$ cat src/hw/rtl/pde_pkg.sv
package pde_pkg;

  // Default number of jobs held between the front and the back.
  localparam int QUEUE_DEPTH_DEF = 2;

  // Characters that the decoder and the escaper look for.
  localparam logic [7:0] CHAR_PCT  = 8'h25;
  localparam logic [7:0] CHAR_LT   = 8'h3C;
  localparam logic [7:0] CHAR_GT   = 8'h3E;
  localparam logic [7:0] CHAR_AMP  = 8'h26;
  localparam logic [7:0] CHAR_NUL  = 8'h00;
  localparam logic [7:0] CHAR_HASH = 8'h23;
  localparam logic [7:0] CHAR_ZERO = 8'h30;
  localparam logic [7:0] CHAR_SEMI = 8'h3B;
  localparam logic [7:0] CHAR_L    = 8'h6C;
  localparam logic [7:0] CHAR_G    = 8'h67;
  localparam logic [7:0] CHAR_T    = 8'h74;
  localparam logic [7:0] CHAR_A    = 8'h61;
  localparam logic [7:0] CHAR_M    = 8'h6D;
  localparam logic [7:0] CHAR_P    = 8'h70;

  // What the middle part of one job emits.
  typedef enum logic [2:0] {
    BODY_NONE,
    BODY_RAW,
    BODY_LT,
    BODY_GT,
    BODY_AMP,
    BODY_NUL
  } body_t;

  // One job: a literal lead ("%" or "%" and a digit), a body, then a literal
  // trail that flushes what was pending at the end of a string.
  typedef struct packed {
    logic [1:0] lead_n;
    body_t      body;
    logic [7:0] body_byte;
    logic [7:0] digit;
    logic [2:0] len;
    logic       last;
  } job_t;

  function automatic logic is_hex(input logic [7:0] c);
    is_hex = (c >= 8'h30 && c <= 8'h39) || (c >= 8'h41 && c <= 8'h46) ||
             (c >= 8'h61 && c <= 8'h66);
  endfunction

  // Only meaningful for hex digit characters.
  function automatic logic [3:0] hex_val(input logic [7:0] c);
    if (c <= 8'h39) begin
      hex_val = c[3:0];
    end else begin
      hex_val = c[3:0] + 4'd9;
    end
  endfunction

  function automatic body_t classify(input logic [7:0] b);
    if (b == CHAR_LT) begin
      classify = BODY_LT;
    end else if (b == CHAR_GT) begin
      classify = BODY_GT;
    end else if (b == CHAR_AMP) begin
      classify = BODY_AMP;
    end else if (b == CHAR_NUL) begin
      classify = BODY_NUL;
    end else begin
      classify = BODY_RAW;
    end
  endfunction

  function automatic logic [2:0] body_len(input body_t k);
    case (k)
      BODY_NONE: body_len = 3'd0;
      BODY_RAW:  body_len = 3'd1;
      BODY_LT:   body_len = 3'd4;
      BODY_GT:   body_len = 3'd4;
      BODY_AMP:  body_len = 3'd5;
      BODY_NUL:  body_len = 3'd5;
      default:   body_len = 3'd0;
    endcase
  endfunction

  // Character at position idx of the body text.
  function automatic logic [7:0] body_char(input body_t k, input logic [7:0] b,
                                           input logic [2:0] idx);
    logic [7:0] c;
    c = CHAR_AMP;
    case (k)
      BODY_RAW: c = b;
      BODY_LT: begin
        case (idx)
          3'd0:    c = CHAR_AMP;
          3'd1:    c = CHAR_L;
          3'd2:    c = CHAR_T;
          default: c = CHAR_SEMI;
        endcase
      end
      BODY_GT: begin
        case (idx)
          3'd0:    c = CHAR_AMP;
          3'd1:    c = CHAR_G;
          3'd2:    c = CHAR_T;
          default: c = CHAR_SEMI;
        endcase
      end
      BODY_AMP: begin
        case (idx)
          3'd0:    c = CHAR_AMP;
          3'd1:    c = CHAR_A;
          3'd2:    c = CHAR_M;
          3'd3:    c = CHAR_P;
          default: c = CHAR_SEMI;
        endcase
      end
      BODY_NUL: begin
        case (idx)
          3'd0:    c = CHAR_AMP;
          3'd1:    c = CHAR_HASH;
          3'd2:    c = CHAR_ZERO;
          3'd3:    c = CHAR_ZERO;
          default: c = CHAR_SEMI;
        endcase
      end
      default: c = b;
    endcase
    body_char = c;
  endfunction

endpackage

$ cat src/hw/rtl/pde_in_if.sv
interface pde_in_if;
  logic       valid;
  logic       ready;
  logic [7:0] in_byte;
  logic       in_last;

  modport source (output valid, output in_byte, output in_last, input ready);
  modport sink (input valid, input in_byte, input in_last, output ready);
endinterface

$ cat src/hw/rtl/pde_out_if.sv
interface pde_out_if;
  logic       valid;
  logic       ready;
  logic [7:0] out_byte;
  logic       run_last;
  logic       string_end;

  modport source (output valid, output out_byte, output run_last, output string_end,
                  input ready);
  modport sink (input valid, input out_byte, input run_last, input string_end,
                output ready);
endinterface

$ cat src/hw/rtl/pde_front.sv
module pde_front (
  input  logic              clk,
  input  logic              rst_n,
  input  logic              cfg_we,
  input  logic              cfg_wdata,
  input  logic              in_valid,
  input  logic [7:0]        in_byte,
  input  logic              in_last,
  input  logic              q_ready,
  output logic              push,
  output pde_pkg::job_t     job
);

  logic [1:0]     pend_r, pend_nxt;
  logic [7:0]     digit_r, digit_nxt;
  logic           decode_r;
  logic           acc;
  logic           fresh;
  logic           hexin;
  logic [1:0]     lead_n;
  logic [1:0]     trail_n;
  logic [1:0]     pend_after;
  pde_pkg::body_t body;
  logic [7:0]     body_byte;
  logic [7:0]     dec_byte;

  assign acc   = in_valid && q_ready;
  assign hexin = pde_pkg::is_hex(in_byte);
  assign dec_byte = {pde_pkg::hex_val(digit_r), pde_pkg::hex_val(in_byte)};

  // Classify the word against the pending escape state.
  always_comb begin
    lead_n     = 2'd0;
    fresh      = 1'b0;
    pend_after = 2'd0;
    digit_nxt  = digit_r;
    body       = pde_pkg::BODY_NONE;
    body_byte  = in_byte;
    case (pend_r)
      2'd1: begin
        if (hexin) begin
          pend_after = 2'd2;
          digit_nxt  = in_byte;
        end else begin
          lead_n = 2'd1;
          fresh  = 1'b1;
        end
      end
      2'd2: begin
        if (hexin) begin
          body      = pde_pkg::classify(dec_byte);
          body_byte = dec_byte;
        end else begin
          lead_n = 2'd2;
          fresh  = 1'b1;
        end
      end
      default: fresh = 1'b1;
    endcase
    if (fresh) begin
      if (decode_r && in_byte == pde_pkg::CHAR_PCT) begin
        pend_after = 2'd1;
      end else begin
        body = pde_pkg::classify(in_byte);
      end
    end
    trail_n  = in_last ? pend_after : 2'd0;
    pend_nxt = in_last ? 2'd0 : pend_after;
  end

  // Build the job; a lead with a digit never meets a trail with a digit.
  always_comb begin
    job.lead_n    = lead_n;
    job.body      = body;
    job.body_byte = body_byte;
    job.digit     = (lead_n == 2'd2) ? digit_r : digit_nxt;
    job.len       = {1'b0, lead_n} + pde_pkg::body_len(body) + {1'b0, trail_n};
    job.last      = in_last;
    push          = acc && (job.len != 3'd0);
  end

  // Pending state and the decode register.
  always_ff @(posedge clk) begin
    if (!rst_n) begin
      pend_r   <= 2'd0;
      decode_r <= 1'b1;
    end else begin
      if (acc) begin
        pend_r <= pend_nxt;
      end
      if (cfg_we) begin
        decode_r <= cfg_wdata;
      end
    end
  end

  // The held digit is payload only.
  always_ff @(posedge clk) begin
    if (acc) begin
      digit_r <= digit_nxt;
    end
  end

endmodule

$ cat src/hw/rtl/pde_queue.sv
module pde_queue #(
  parameter int QUEUE_DEPTH = pde_pkg::QUEUE_DEPTH_DEF
) (
  input  logic          clk,
  input  logic          rst_n,
  input  logic          push,
  input  pde_pkg::job_t push_job,
  output logic          q_ready,
  input  logic          pop,
  output logic          head_valid,
  output pde_pkg::job_t head_job
);

  localparam int PW = (QUEUE_DEPTH > 1) ? $clog2(QUEUE_DEPTH) : 1;
  localparam int CW = $clog2(QUEUE_DEPTH + 1);

  pde_pkg::job_t entries_r [QUEUE_DEPTH];
  logic [PW-1:0] wr_ptr_r, wr_ptr_nxt;
  logic [PW-1:0] rd_ptr_r, rd_ptr_nxt;
  logic [CW-1:0] count_r, count_nxt;
  logic          do_push, do_pop;

  assign q_ready    = (count_r != CW'(QUEUE_DEPTH));
  assign head_valid = (count_r != '0);
  assign head_job   = entries_r[rd_ptr_r];
  assign do_push    = push && q_ready;
  assign do_pop     = pop && head_valid;

  // Pointer and count updates with wraparound.
  always_comb begin
    wr_ptr_nxt = wr_ptr_r;
    rd_ptr_nxt = rd_ptr_r;
    count_nxt  = count_r;
    if (do_push) begin
      wr_ptr_nxt = (wr_ptr_r == PW'(QUEUE_DEPTH - 1)) ? '0 : wr_ptr_r + 1'b1;
    end
    if (do_pop) begin
      rd_ptr_nxt = (rd_ptr_r == PW'(QUEUE_DEPTH - 1)) ? '0 : rd_ptr_r + 1'b1;
    end
    if (do_push && !do_pop) begin
      count_nxt = count_r + 1'b1;
    end else if (do_pop && !do_push) begin
      count_nxt = count_r - 1'b1;
    end
  end

  always_ff @(posedge clk) begin
    if (!rst_n) begin
      wr_ptr_r <= '0;
      rd_ptr_r <= '0;
      count_r  <= '0;
    end else begin
      wr_ptr_r <= wr_ptr_nxt;
      rd_ptr_r <= rd_ptr_nxt;
      count_r  <= count_nxt;
    end
  end

  // Job storage.
  always_ff @(posedge clk) begin
    if (do_push) begin
      entries_r[wr_ptr_r] <= push_job;
    end
  end

endmodule

$ cat src/hw/rtl/pde_back.sv
module pde_back (
  input  logic          clk,
  input  logic          rst_n,
  input  logic          head_valid,
  input  pde_pkg::job_t head_job,
  output logic          pop,
  input  logic          out_ready,
  output logic          out_valid,
  output logic [7:0]    out_byte,
  output logic          run_last,
  output logic          string_end
);

  logic [2:0] pos_r, pos_nxt;
  logic       out_valid_r, out_valid_nxt;
  logic [7:0] out_byte_r;
  logic       run_last_r, string_end_r;
  logic       load;
  logic       fin;
  logic [2:0] blen;
  logic [2:0] rel;
  logic [2:0] rel_trail;
  logic [7:0] cur_byte;

  assign load = head_valid && (!out_valid_r || out_ready);
  assign fin  = (pos_r == head_job.len - 3'd1);
  assign pop  = load && fin;
  assign blen = pde_pkg::body_len(head_job.body);
  assign rel  = pos_r - {1'b0, head_job.lead_n};
  assign rel_trail = rel - blen;

  // Select the byte at the current position of the head job.
  always_comb begin
    if (pos_r < {1'b0, head_job.lead_n}) begin
      cur_byte = (pos_r == 3'd0) ? pde_pkg::CHAR_PCT : head_job.digit;
    end else if (rel < blen) begin
      cur_byte = pde_pkg::body_char(head_job.body, head_job.body_byte, rel);
    end else begin
      cur_byte = (rel_trail == 3'd0) ? pde_pkg::CHAR_PCT : head_job.digit;
    end
  end

  // Position and output-valid next values.
  always_comb begin
    pos_nxt       = pos_r;
    out_valid_nxt = out_valid_r;
    if (load) begin
      pos_nxt       = fin ? 3'd0 : pos_r + 3'd1;
      out_valid_nxt = 1'b1;
    end else if (out_ready) begin
      out_valid_nxt = 1'b0;
    end
  end

  always_ff @(posedge clk) begin
    if (!rst_n) begin
      pos_r       <= 3'd0;
      out_valid_r <= 1'b0;
    end else begin
      pos_r       <= pos_nxt;
      out_valid_r <= out_valid_nxt;
    end
  end

  // Output word register.
  always_ff @(posedge clk) begin
    if (load) begin
      out_byte_r   <= cur_byte;
      run_last_r   <= fin;
      string_end_r <= fin && head_job.last;
    end
  end

  assign out_valid  = out_valid_r;
  assign out_byte   = out_byte_r;
  assign run_last   = run_last_r;
  assign string_end = string_end_r;

endmodule

$ cat src/hw/rtl/percent_decode_xml_escape_unit.sv
// Channel   Dir  Word                          Handshake
// in_ch     in   in_byte[7:0], in_last         valid / ready
// out_ch    out  out_byte[7:0], run_last,       valid / ready
//                string_end
// cfg_*     in   cfg_wdata = decode_percent    cfg_we, no wait
//
// An input word is accepted whenever the job queue has room, so words that give
// at most one output byte stream at one per cycle while the output is ready. A
// word that expands to n bytes holds the single output register for each of them
// and stays in the QUEUE_DEPTH-entry job queue until its last byte is loaded;
// later words fill the queue and then stall the input. With an idle back end the
// first output byte of a word passes through a queue entry and then the output
// register. Reset is synchronous and clears pending state, queue and output
// valid; decode_percent resets to 1.
module percent_decode_xml_escape_unit #(
  parameter int QUEUE_DEPTH = pde_pkg::QUEUE_DEPTH_DEF
) (
  input  logic      clk,
  input  logic      rst_n,
  input  logic      cfg_we,
  input  logic      cfg_wdata,
  pde_in_if.sink    in_ch,
  pde_out_if.source out_ch
);

  logic          push;
  logic          q_ready;
  logic          pop;
  logic          head_valid;
  pde_pkg::job_t push_job;
  pde_pkg::job_t head_job;

  assign in_ch.ready = q_ready;

  // Front: decode state and classification.
  pde_front u_front (
    .clk       (clk),
    .rst_n     (rst_n),
    .cfg_we    (cfg_we),
    .cfg_wdata (cfg_wdata),
    .in_valid  (in_ch.valid),
    .in_byte   (in_ch.in_byte),
    .in_last   (in_ch.in_last),
    .q_ready   (q_ready),
    .push      (push),
    .job       (push_job)
  );

  // Queue of jobs between the two sides.
  pde_queue #(
    .QUEUE_DEPTH (QUEUE_DEPTH)
  ) u_queue (
    .clk        (clk),
    .rst_n      (rst_n),
    .push       (push),
    .push_job   (push_job),
    .q_ready    (q_ready),
    .pop        (pop),
    .head_valid (head_valid),
    .head_job   (head_job)
  );

  // Back: byte sequencer and output register.
  pde_back u_back (
    .clk        (clk),
    .rst_n      (rst_n),
    .head_valid (head_valid),
    .head_job   (head_job),
    .pop        (pop),
    .out_ready  (out_ch.ready),
    .out_valid  (out_ch.valid),
    .out_byte   (out_ch.out_byte),
    .run_last   (out_ch.run_last),
    .string_end (out_ch.string_end)
  );

endmodule

$ cat src/flat_wrapper.sv
// flat-port wrapper written by rule: the top's interface ports become plain ports
module percent_decode_xml_escape_unit_flat 
#(
  parameter int QUEUE_DEPTH = pde_pkg::QUEUE_DEPTH_DEF
)
  (clk, rst_n, cfg_we, cfg_wdata, in_ch_valid, in_ch_in_byte, in_ch_in_last, in_ch_ready, out_ch_valid, out_ch_out_byte, out_ch_run_last, out_ch_string_end, out_ch_ready);
  pde_in_if in_ch_i ();
  pde_out_if out_ch_i ();
  input  logic clk;
  input  logic rst_n;
  input  logic cfg_we;
  input  logic cfg_wdata;
  input wire logic [$bits(in_ch_i.valid)-1:0] in_ch_valid;
  input wire logic [$bits(in_ch_i.in_byte)-1:0] in_ch_in_byte;
  input wire logic [$bits(in_ch_i.in_last)-1:0] in_ch_in_last;
  output wire logic [$bits(in_ch_i.ready)-1:0] in_ch_ready;
  output wire logic [$bits(out_ch_i.valid)-1:0] out_ch_valid;
  output wire logic [$bits(out_ch_i.out_byte)-1:0] out_ch_out_byte;
  output wire logic [$bits(out_ch_i.run_last)-1:0] out_ch_run_last;
  output wire logic [$bits(out_ch_i.string_end)-1:0] out_ch_string_end;
  input wire logic [$bits(out_ch_i.ready)-1:0] out_ch_ready;
  assign in_ch_i.valid = in_ch_valid;
  assign in_ch_i.in_byte = in_ch_in_byte;
  assign in_ch_i.in_last = in_ch_in_last;
  assign in_ch_ready = in_ch_i.ready;
  assign out_ch_valid = out_ch_i.valid;
  assign out_ch_out_byte = out_ch_i.out_byte;
  assign out_ch_run_last = out_ch_i.run_last;
  assign out_ch_string_end = out_ch_i.string_end;
  assign out_ch_i.ready = out_ch_ready;
  percent_decode_xml_escape_unit #(.QUEUE_DEPTH(QUEUE_DEPTH)) u_core (.clk(clk), .rst_n(rst_n), .cfg_we(cfg_we), .cfg_wdata(cfg_wdata), .in_ch(in_ch_i), .out_ch(out_ch_i));
endmodule
$ cat config.mk
export PLATFORM = sky130hd
export DESIGN_NAME = percent_decode_xml_escape_unit_flat
export DESIGN_NICKNAME = d
export VERILOG_FILES = /design/src/hw/rtl/pde_pkg.sv /design/src/hw/rtl/pde_in_if.sv /design/src/hw/rtl/pde_out_if.sv /design/src/hw/rtl/pde_front.sv /design/src/hw/rtl/pde_queue.sv /design/src/hw/rtl/pde_back.sv /design/src/hw/rtl/percent_decode_xml_escape_unit.sv /design/src/flat_wrapper.sv
export SDC_FILE = /design/constraint.sdc
export NUM_CORES = 1
export LEC_CHECK = 0
export BUFFER_PORTS_ARGS = -buffer_cell sky130_fd_sc_hd__buf_2
export CAP_MARGIN = 10
export CORE_ASPECT_RATIO = 1.25
export CORE_MARGIN = 4
export CORE_UTILIZATION = 65
export DETAILED_ROUTE_END_ITERATION = 12
export PLACE_DENSITY = 0.84
export RECOVER_POWER = 100
export SLEW_MARGIN = 20
export SYNTH_ARGS = -nofsm -noshare
export SYNTH_HDL_FRONTEND = slang
export SYNTH_HIERARCHICAL = 1
export SYNTH_SLANG_ARGS = --single-unit
$ cat constraint.sdc
create_clock -name clk -period 9.6 [get_ports clk]
set_input_delay 1.92 -clock clk [delete_from_list [all_inputs] [get_ports clk]]
set_output_delay 1.92 -clock clk [all_outputs]
set_load 0.01 [all_outputs]
==> PnR_summary.wiki <==
{| class="wikitable"
! Metric !! Value
|-
| Residual DRC || 0
|-
| Synthesized area divided by synthesized cell count || 11.87 µm²
|-
| Top FF cell, synth || sky130_fd_sc_hd__edfxtp_1
|-
| Vias in the first global route || roughly 2900
|-
| Wire length of the first global-routing pass || roughly 14000 µm
|-
| GRT Util Overall || between 20% and 30%
|-
| Worst vdd ir || between 100 and 150 µV
|-
| Setup repair after global routing missed its margin || false
|-
| Overall Power || ~0.0013 W
|-
| Average detailed-routed wire length per instance || roughly 17 µm
|-
| Fraction of power spent switching nets || 35.61%
|-
| Worst Hold Margin || 0.4983 ns
|-
| Congestion Overflow GR || 0
|-
| Area of the mapped netlist || 4569 µm²
|-
| Switching component of the power || 0.0004760 W
|-
| Total nets after synthesis || 421
|-
| Clock root buffer master || sky130_fd_sc_hd__clkbuf_8
|-
| Fraction of final layout cells sized beyond drive strength 1 || approximately 18%
|-
| Starting utilization of the core area || 68.31%
|-
| End of the worst register-to-register path || u_core/u_queue/entries_r[1][5]
|-
| End point of the worst hold path || u_core/u_front/decode_r
|-
| Drt first-iter violations || between 200 and 300
|-
| TritonCTS clock tree || done
|-
| Number of buffers inserted by post-CTS setup repair || 0
|-
| Number of placed cells counting well taps || 484
|-
| Final setup vio count || 0
|-
| Crit Reg-Reg Startpoint || u_core/u_front/digit_r[0]
|-
| Cell count after synthesis || 385
|-
| Seq/Total Area, Yosys || 49.95%
|-
| Clock Latency Late Sink || between 0.3 and 0.4 ns
|-
| Final #Nets || 444
|-
| R2r worst-path depth || 16
|-
| Critical path endpoint category || flop
|-
| Maximum number of pins on one net before global-route repair || 26
|-
| Cts-stage hold buffer count || 0
|-
| Worst min-delay path class || reg2reg
|-
| Top-area cell type share of the netlist area || 44.69%
|-
| Final max-slew violation count || 0
|-
| HPWL reported at the end of detailed placement || slightly below 6000 µm
|-
| Cell depth of the worst min-delay path || 2
|-
| Routed vias || 2946
|-
| Setup slack of the critical path after layout || 2.270 ns
|-
| DR pass1 iterations || 4
|-
| Synth cell types || 77
|-
| Layout area overhead || 6.626%
|-
| CP max stage cell || sky130_fd_sc_hd__a2111oi_0
|-
| Worst Tran Pin Value || 1.188 ns
|-
| Setup clock skew after layout || 0.009040 ns
|-
| Fmax || 136.4 MHz
|-
| Clock sink total || 80
|-
| Status || finished clean
|-
| Flop2flop setup slack || between 4 and 5 ns
|-
| Total of max-cap violations || 0
|-
| Die Wd || 82.99 µm
|-
| Ant. Diodes || 0
|-
| Top-level port count || 27
|-
| Data arrival, critical path || 7.29 ns
|-
| Synth Warn # || 6
|-
| Minimum period implied by the final worst setup slack || 7.330 ns
|-
| Crit path largest cell delay || slightly below 1 ns
|-
| Largest fanout on the critical path || 25
|-
| Number of buffer cells added on primary ports || 26
|-
| Category of the critical setup timing path || in2reg
|-
| Number of nets with antenna violations after routing || 0
|-
| Share of flip-flops with an asynchronous set or reset after synthesis || 0%
|-
| Floorplan die area || 8443 µm²
|-
| Final critical-path share of the clock period || roughly 76%
|-
| Source of the worst hold timing path || u_core/u_front/decode_r
|-
| Post-placement setup slack || approximately 2.7 ns
|-
| CTS-repair resized insts || 0
|-
| Floorplan Core Area || 6689 µm²
|-
| GPL Wtd Cong || between 0.8 and 0.9
|-
| Kind of start point of the critical path || input port
|-
| Sequential fraction of design power || 40.9%
|-
| Worst slew margin || a little under a fifth
|-
| Total number of placement rows || 33
|-
| Gate power share || 39.3%
|-
| Post-detailed-routing wire length || just over 8000 µm
|-
| Count of placed standard cells in the final layout, fillers left out || 500
|-
| Leakage dissipation || 1.831 nW
|-
| Synth area leaders || sky130_fd_sc_hd__edfxtp_1 (45%), sky130_fd_sc_hd__mux2_2 (8.1%), sky130_fd_sc_hd__dfxtp_1 (5.3%), sky130_fd_sc_hd__ha_1 (4.9%), sky130_fd_sc_hd__nand2_1 (2.3%)
|-
| Post-route setup TNS || 0 ns
|-
| Critical path, cell by cell || clkbuf_1, inv_1, ha_1, nand3b_1, a21oi_1, a2111oi_0, nand2_2, a211o_1, o41a_1, ha_1, a31oi_1, fa_1, inv_1, fa_1, xnor2_1, o31a_1, and3_1
|-
| Total power divided by cell area || 274.3 nW/µm²
|-
| EDFF count, synth || 68
|-
| Number of antenna violations at the first check in global routing || 0
|-
| Clk pwr share || 19.9%
|-
| Endpoint required time on the critical path || 9.56 ns
|-
| Post-synthesis register bit count || 80
|-
| Clock transition at the registers of the reported paths || approximately 0.08 ns
|-
| Top cell type by total area after synthesis || sky130_fd_sc_hd__edfxtp_1
|-
| Number of vias per cell after detailed routing || between 5 and 6
|-
| Number of buffers on the longest clock path || 2
|-
| TritonCTS Buffers || 9
|-
| Number of failing hold endpoints at the final stage || 0
|-
| H-tree levels || 3
|-
| Height of the die || 101.7 µm
|-
| Internal Pwr Total || 0.0008606 W
|}
-- worst max path at each step --
stage / cells after the start / from / end / slack [ns]
after floorplan: 16 / in_ch_in_byte[0] / u_core/u_queue/entries_r[1][0] / 3.52
after global placement: 17 / in_ch_in_byte[0] / u_core/u_queue/entries_r[1][11] / 2.92
after detailed placement: 17 / in_ch_in_byte[0] / u_core/u_queue/entries_r[1][11] / 2.71
after CTS: 17 / in_ch_in_byte[0] / u_core/u_queue/entries_r[1][14] / 3.07
after global routing: 17 / in_ch_in_byte[0] / u_core/u_queue/entries_r[1][5] / 1.83
final: 17 / in_ch_in_byte[0] / u_core/u_queue/entries_r[1][5] / 2.27
-- cells in the final DEF (no fill, tap or decap), drive strengths merged, types with 7 or more instances in the layout --
| master | Yosys | routed |
|---|---|---|
| nor2b | 7 | 7 |
| nand3 | 11 | 11 |
| o21ai | 25 | 25 |
| a21oi | 9 | 9 |
| edfxtp | 68 | 68 |
| and3 | 7 | 7 |
| mux2 | 33 | 33 |
| buf | 9 | 12 |
| inv | 28 | 29 |
| and2 | 7 | 7 |
| dfxtp | 12 | 12 |
| nand2 | 29 | 29 |
| ha | 18 | 18 |
| nor2 | 19 | 19 |
| xnor2 | 12 | 12 |
| clkbuf | 5 | 24 |
-- state kept, by name, indices dropped and copies added, names as in the netlist, 2 cells and up, named ones only --
signal / cells
u_core/u_back/out_byte: 8
u_core/u_back/pos_r: 3
u_core/u_front/digit_r: 8
u_core/u_front/pend_r: 2
u_core/u_queue/count_r: 2
u_core/u_queue/entries_r: 50
-- power groups by stage --
stage                     Clock [W]  Sequential, W  Combinational (W)
after global routing       0.000289       0.000556           0.000577
after detailed placement          0       0.000554           0.000546
final                      0.000265       0.000546           0.000525
after floorplan                   0       0.000551           0.000425
after global placement            0       0.000549           0.000531
after CTS                  0.000271       0.000547           0.000553
-- per-stage QoR --
| step | instance area [µm²] | util (%) |
|---|---|---|
| floorplan | 4569 | - |
| CTS | 4943 | 73.91 |
| global placement | 4723 | 70.61 |
| finish | 4872 | 72.84 |
| global route | 4872 | 72.84 |
| detailed placement | 4723 | 70.61 |
-- worst max-delay path, delay by kind of cell --
| family | cells | cell delay, ns |
|---|---|---|
| AO/OA/AOI/OAI | 6 | 2.27 |
| XOR/XNOR | 1 | 0.26 |
| adder cells (fa/ha/maj) | 4 | 1.09 |
| buffers and inverters | 3 | 0.43 |
| AND/OR/NAND/NOR | 3 | 1.32 |
-- cells in the mapped netlist, drive strengths merged (2+ instances only) --
cell type	n
and2	7
dfxtp	12
o21ba	2
nand2	29
nand3	11
inv	28
nor3	5
fa	3
a21o	2
a31oi	5
nand4	2
a2111oi	2
nor2b	7
o31ai	3
or2	3
a22oi	3
or3b	2
a21oi	9
o2111ai	2
a22o	3
o31a	2
xnor2	12
and3	7
or2b	2
nor2	19
buf	9
o211a	2
a21boi	5
xor2	5
or3	2
mux2i	4
edfxtp	68
ha	18
mux2	33
o21ai	25
nand2b	4
clkbuf	5
nand3b	4
-- cells by family after synthesis --
family,Yosys count,synth area share (%)
buffers and inverters,42,4.162
and+or+nand+nor,109,13.14
muxes,37,9.173
xor gates and xnor gates,18,4.271
adders and majority gates,22,6.544
AOI/OAI and AO/OA,77,12.76
DFF,80,49.95
-- cell type report --
class	instances	area [µm²]
fillers	496	1817
inverters	28	105.1
clock inverters	6	92.59
well taps	87	108.9
repair buffers	26	112.6
flip-flops and latches	80	2282
multi-input cells	263	2043
clock buffers	10	127.6
-- metal layers --
metal	vias to the layer above	global-route usage [%]	part of all wire (%)
met5	-	0	0
met4	0	9.057	2.3
met3	14	4.231	4.9
met2	88	37.53	51
met1	1396	24.38	42
li1	1448	-	-
(Power assumes the default switching activity.)
